### src/rtl/gcr_pkg.sv
`timescale 1ns / 1ps

package gcr_pkg;

  // Block codes with a meaning of their own.
  localparam logic [2:0] CELL_AIR     = 3'd0;
  localparam logic [2:0] CELL_BEDROCK = 3'd2;
  localparam logic [2:0] CELL_WATER   = 3'd5;

  // Width of the shared divider operands.
  localparam int DIV_W = 32;

  // Register indexes of the configuration port.
  typedef enum logic [2:0] {
    REG_CAMERA_X   = 3'd0,
    REG_CAMERA_Y   = 3'd1,
    REG_VIEW_DIR_X = 3'd2,
    REG_VIEW_DIR_Y = 3'd3,
    REG_PLANE_X    = 3'd4,
    REG_PLANE_Y    = 3'd5,
    REG_VIEW_PITCH = 3'd6
  } cfg_reg_t;

  // Request modes.
  localparam logic MODE_WRITE = 1'b0;
  localparam logic MODE_CAST  = 1'b1;

  // Which quantity the shared divider is working on.
  typedef enum logic [1:0] {
    DIV_DX   = 2'd0,
    DIV_DY   = 2'd1,
    DIV_LINE = 2'd2
  } div_sel_t;

  typedef enum logic [3:0] {
    S_CLEAR,
    S_IDLE,
    S_RAY,
    S_DX,
    S_DX_W,
    S_DY,
    S_DY_W,
    S_INIT,
    S_STEP,
    S_CHECK,
    S_PERP,
    S_LINE,
    S_LINE_W,
    S_ROWS,
    S_DONE
  } state_t;

  typedef struct packed {
    logic       mode;
    logic [6:0] column;
    logic [4:0] cell_x;
    logic [4:0] cell_y;
    logic [2:0] block_code;
  } gcr_in_t;

  typedef struct packed {
    logic [2:0]  hit_block;
    logic        hit_side;
    logic [15:0] wall_distance;
    logic [5:0]  wall_top;
    logic [5:0]  wall_bottom;
    logic [2:0]  texture_column;
  } gcr_out_t;

  // Commands from the controller to the datapath.
  typedef struct packed {
    logic     clr_step;
    logic     map_wr;
    logic     load;
    logic     div_start;
    div_sel_t div_sel;
    logic     ray_calc;
    logic     side_init;
    logic     step;
    logic     check;
    logic     perp_calc;
    logic     rows_calc;
  } ctrl_cmd_t;

  // Status from the datapath to the controller.
  typedef struct packed {
    logic clr_last;
    logic div_done;
    logic walk_end;
  } ctrl_sts_t;

endpackage

### src/rtl/gcr_ctrl.sv
`timescale 1ns / 1ps

module gcr_ctrl import gcr_pkg::*; (
  input  logic      clk,
  input  logic      rst_n,
  input  logic      start,
  input  logic      in_mode,
  input  ctrl_sts_t sts,
  output ctrl_cmd_t cmd,
  output logic      busy,
  output logic      out_valid
);

  state_t state_r, state_nxt;

  // State register.
  always_ff @(posedge clk) begin
    if (!rst_n) begin
      state_r <= S_CLEAR;
    end else begin
      state_r <= state_nxt;
    end
  end

  // Next state and datapath commands.
  always_comb begin
    state_nxt   = state_r;
    cmd         = '0;
    cmd.div_sel = DIV_DX;
    out_valid   = 1'b0;
    case (state_r)
      S_CLEAR: begin
        cmd.clr_step = 1'b1;
        if (sts.clr_last) state_nxt = S_IDLE;
      end
      S_IDLE: begin
        if (start) begin
          if (in_mode == MODE_CAST) begin
            cmd.load  = 1'b1;
            state_nxt = S_RAY;
          end else begin
            cmd.map_wr = 1'b1;
          end
        end
      end
      S_RAY: begin
        cmd.ray_calc = 1'b1;
        state_nxt    = S_DX;
      end
      S_DX: begin
        cmd.div_start = 1'b1;
        cmd.div_sel   = DIV_DX;
        state_nxt     = S_DX_W;
      end
      S_DX_W: if (sts.div_done) state_nxt = S_DY;
      S_DY: begin
        cmd.div_start = 1'b1;
        cmd.div_sel   = DIV_DY;
        state_nxt     = S_DY_W;
      end
      S_DY_W: if (sts.div_done) state_nxt = S_INIT;
      S_INIT: begin
        cmd.side_init = 1'b1;
        state_nxt     = S_STEP;
      end
      S_STEP: begin
        cmd.step  = 1'b1;
        state_nxt = S_CHECK;
      end
      S_CHECK: begin
        cmd.check = 1'b1;
        state_nxt = sts.walk_end ? S_PERP : S_STEP;
      end
      S_PERP: begin
        cmd.perp_calc = 1'b1;
        state_nxt     = S_LINE;
      end
      S_LINE: begin
        cmd.div_start = 1'b1;
        cmd.div_sel   = DIV_LINE;
        state_nxt     = S_LINE_W;
      end
      S_LINE_W: if (sts.div_done) state_nxt = S_ROWS;
      S_ROWS: begin
        cmd.rows_calc = 1'b1;
        state_nxt     = S_DONE;
      end
      S_DONE: begin
        out_valid = 1'b1;
        state_nxt = S_IDLE;
      end
      default: state_nxt = S_IDLE;
    endcase
  end

  assign busy = state_r != S_IDLE;

  // A result strobe lasts a single cycle.
  a_strobe_single: assert property (@(posedge clk) disable iff (!rst_n)
    out_valid |=> !out_valid) else $error("result strobe held");

  // An accepted cast request makes the block busy.
  a_cast_busy: assert property (@(posedge clk) disable iff (!rst_n)
    (start && !busy && in_mode == MODE_CAST) |=> busy) else $error("cast not taken");

  // The divider never finishes in the cycle after it starts.
  a_div_latency: assert property (@(posedge clk) disable iff (!rst_n)
    cmd.div_start |=> !sts.div_done) else $error("divider finished too early");

endmodule
### config.mk
export PLATFORM = sky130hd
export DESIGN_NAME = gcr_ctrl
export DESIGN_NICKNAME = d
export VERILOG_FILES = /design/src/rtl/gcr_pkg.sv /design/src/rtl/gcr_ctrl.sv
export SDC_FILE = /design/constraint.sdc
export NUM_CORES = 1
export LEC_CHECK = 0
export ABC_AREA = 1
export BUFFER_PORTS_ARGS = -buffer_cell sky130_fd_sc_hd__buf_2
export CAP_MARGIN = 5
export CORE_AREA = 2 2 39 41
export DETAILED_ROUTE_END_ITERATION = 6
export DIE_AREA = 0 0 41 43
export GPL_TIMING_DRIVEN = 0
export PLACE_DENSITY = 0.6
export SLEW_MARGIN = 10
export SYNTH_ARGS = -nofsm -noshare
export SYNTH_HDL_FRONTEND = slang
export SYNTH_SLANG_ARGS = --single-unit
### constraint.sdc
create_clock -name clk -period 1.14 [get_ports clk]
set_input_delay 0.228 -clock clk [delete_from_list [all_inputs] [get_ports clk]]
set_output_delay 0.228 -clock clk [all_outputs]
set_load 0.02 [all_outputs]
After elaboration in Yosys (flattened, before gate mapping)
Index checks and enable logic that the tools add are counted.
{ "totals": {"register_bits": 4, "inputBits": 7, "out_inout_bits": 14, "word_cells": 45} }
{ "classes": {"eq_ne": 21, "muxes": 21, "n_reduce_logical": 2} }
{ "ops": {"columns": ["op", "n"], "rows": [
  ["4-bit one-hot mux with 14 select lines", 1],
  ["4-bit equality test (second input constant)", 7],
  ["4-bit 2-to-1 mux", 6],
  ["4-bit by 3-bit equality test with 1-bit output (second input constant)", 4],
  ["2-bit != test (second input constant)", 6],
  ["1-bit 2-to-1 mux", 10],
  ["3-bit one-hot mux with 3 select lines", 1],
  ["4-bit by 2-bit equality test with 1-bit output (second input constant)", 2],
  ["2-bit 2-to-1 mux", 3],
  ["6-bit AND reduction", 1],
  ["4-bit by 1-bit equality test with 1-bit output (second input constant)", 1],
  ["4-bit zero test", 1],
  ["4-bit by 1-bit != test with 1-bit output (second input constant)", 1]
]} }

Depth between registers and ports, before layout
{ "logic_depth": {"word_depth": 3, "ltp_mapped": 8, "depth_no_buf": 7} }

Worst setup path after synthesis
OpenSTA, ideal clock, no wires.
{ "synth_timing": {"path_type": "register -> output", "startpoint": "register state_r[2]", "endpoint": "output port cmd[8] (netlist name)", "t_arrival_ns": 1.202, "required_time_ns": 0.912, "path_slack_ns": -0.290, "stages_incl_launch_ff": 6, "n_path_buf": 1, "cell_sequence": "dfxtp_1 buf_4 clkinv_1 nor2_2 inv_1 o21ai_0"} }
{ "synth_lines": {"columns": ["item", "line", "source"], "rows": [
  ["from (decl)", "gcr_ctrl.sv:14", "state_t state_r, state_nxt;"],
  ["from (signal assigned)", "gcr_ctrl.sv:21", "state_r <= state_nxt;"],
  ["to (decl)", "gcr_ctrl.sv:9", "output ctrl_cmd_t cmd,"]
]} }

==> metrics.cfg <==
[yosys]
async_flop_share_pct = 0
synth_edf_count = 0
avgSynthCellArea_um2 = 5.69
synth_seq_area_share_pct = 21.3
synth_fp_nets = 73
yosysTopAreaCell = dfxtp_1
synth-main-ff-cell = dfxtp_1
yosysTopAreaCellShare_pct = 21.3
synth_commonest_cells = nor2_1 (15), nand2_1 (13), inv_1 (9)
yosys_warnings = 0
synth_area_um2 = 375
synth.area.top_cells = dfxtp_1 (21%), nor2_1 (15%), nand2_1 (13%)
synth_cell_types = 16
synth.most_common_cell = nor2_1
synthCells = 66
ys_ff_latch = 4

[global_routing]
grt_usage_pct = 15.3
overflow = 0
grt_util_met1_pct = 17.6
grt_max_degree = 8
grt_pass1_wl_mm = 1.84
grtUsageMet3_pct = 3.14
gr-usage-met2_pct = 25.0
busiest_layer = met2
grt_antenna_before_repair = 0
grt_pass1_vias = 455

[critical_path]
reg2regPathDepth = 8
startpoint = state_r[1]$_SDFFE_PN0P_
critical_path_class = flip-flop to output pin
worstPathArrival_ns = 1.19
required_ns = 0.91
cp_max_fo = 7
cp-start-kind = flip-flop
reg2reg_from = state_r[1]$_SDFFE_PN0P_
r2r_end = state_r[1]$_SDFFE_PN0P_
cp-end-kind = output pin
r2r_slack_ns = -0.10
cp-endpoint = cmd[10]

[final_layout]
final_area_um2 = 813
syn2layout_area_growth_pct = 117
multi_input_area_um2 = 327
n_fill_cell = 139
layout.cells.non_filler = 119
seqCellArea_um2 = 95.1
drive_gt1_share_pct = 68.9
largest_reg_flops = 4
largestRegisters = state_r: 4 flops
layout.nets = 112
largest-register = state_r
diodes = 0

[routing]
vias = 549
wirelength_mm = 1.25
drcViolationCount = 0
ant_nets = 0
first_pass_iters = 4
wl_per_cell_um = 10.5
drtIter0Drc = 7
avgViaCountPerCell = 4.61

[timing]
setup_slack_ns = -0.280
hold_viol = 0
setup_violations = 18
period_minus_slack_ns = 1.42
rsz0062_at_grt = yes
drv_slew = 0
max_clock_freq_mhz = 704
finalCritPeriodShare_pct = 125
max_slew_margin_pct = 89.2
worst_pin_slew_ns = 0.161
skew_ns = 0.00433

[clock_tree]
cts_max_level = 1
cts.sinks = 4
hold_buffers = 0
clockBufferDepth = 2
numCtsBuffers = 3
cts.reportedPaths.clkPinSlew_ns = 0.04
worstSkewPairLatency_ns = 0.24
cts_tree = yes
cts-root-buf = clkbuf_4

[power]
ir_drop_mv = 0.582
p_leak_nw = 0.406
p_total_w = 0.000977
pwr_density_cell_nw_per_um2 = 1200

[placed_design]
portBuffers = 20
place_congestion = 0.846
place_area_um2 = 548
placed_cells = 102
place_ws_ns = -0.183
dp_hpwl_um = 756

[floorplanning]
ioPinCount = 21
fp-row-count = 14
die_w_um = 41
core_um2 = 1380
die_area_um2 = 1760
die_height_um = 43
start_util_pct = 27.1

[hold_path]
worstHoldPathType = input port to flip-flop

[outcome]
violations = setup timing
status = finished, violations left

[run]
drv_cap = 0

## critical path, stage by stage (launching register included)
cell and delay, ns:
dfxtp_4 0.38, nor2_4 0.18, nand2_4 0.08, nor3b_4 0.18
buf_6 0.14
## worst min path at each step
stage | slack, ns | depth (start not counted) | endpoint | start
floorplan | 0.40 | 2 | state_r[1]$_SDFFE_PN0P_ | rst_n
global placement | 0.51 | 3 | state_r[3]$_SDFFE_PN0P_ | rst_n
detailed placement | 0.51 | 3 | state_r[3]$_SDFFE_PN0P_ | rst_n
CTS | 0.27 | 3 | state_r[3]$_SDFFE_PN0P_ | rst_n
global route | 0.28 | 3 | state_r[3]$_SDFFE_PN0P_ | rst_n
finish | 0.28 | 3 | state_r[1]$_SDFFE_PN0P_ | rst_n
## cells in the final DEF, fill, tap and decap left out
master / n
a21oi_2: 1
a21oi_1: 2
dfxtp_4: 4
nand3_2: 3
nand2_4: 2
nand2_1: 9
nor2_1: 9
buf_6: 12
nand2_2: 3
nor2_2: 3
nor3b_4: 1
nand3_1: 6
o21ai_4: 1
nor2_4: 7
inv_4: 1
inv_1: 5
clkbuf_4: 3
clkinv_4: 1
buf_2: 6
buf_4: 17
inv_2: 6
a31oi_1: 1
## cell type report
cell class / instances / share of cell area [%]
Clock buffer: 3 / 2.77
Inverter: 13 / 6.92
Multi-Input combinational cell: 48 / 40.2
Sequential cell: 4 / 11.7
Tap cell: 16 / 2.46
Timing Repair Buffer: 35 / 36.0
## per-layer routing
layer  share of wire (%)  vias to the layer above
met4                   0                        0
met1                  39                      247
met2                  55                       22
met5                   0                        -
li1                    -                      280
met3                 6.0                        0
## cell families after synthesis
| family | synth area share (%) |
|---|---|
| DFF | 21.3 |
| and+or+nand+nor | 55.7 |
| buffers and inverters | 15.0 |
| AOI/OAI and AO/OA | 8.00 |
## metrics by stage
step	hold WS [ns]	TNS, ns	utilization (%)
3_3_place_gp	0.513	-1.17	39.6
4_1_cts	0.266	-3.53	52.5
3_5_place_dp	0.511	-1.16	39.6
5_1_grt	0.283	-4.27	58.8
2_1_floorplan	0.399	-0.364	-
6_report	0.279	-3.23	58.8
## timing repair
item | in CTS | in global routing
setup buffers | 11 | 5
hold endpoints to repair | 0 | 0
endpoints found under the setup margin | 16 | 17
gates resized for setup | 30 | 20
pin swaps | 9 | 10
cloned | 0 | 0
## where the power goes
group | switching, W | internal (W) | total, W
logic | 0.000317 | 0.000282 | 0.000598
registers | 0.0000363 | 0.000164 | 0.000200
clock network | 0.0000603 | 0.000118 | 0.000178
total | 0.000413 | 0.000564 | 0.000977
Power figures use the tool's default switching activity.
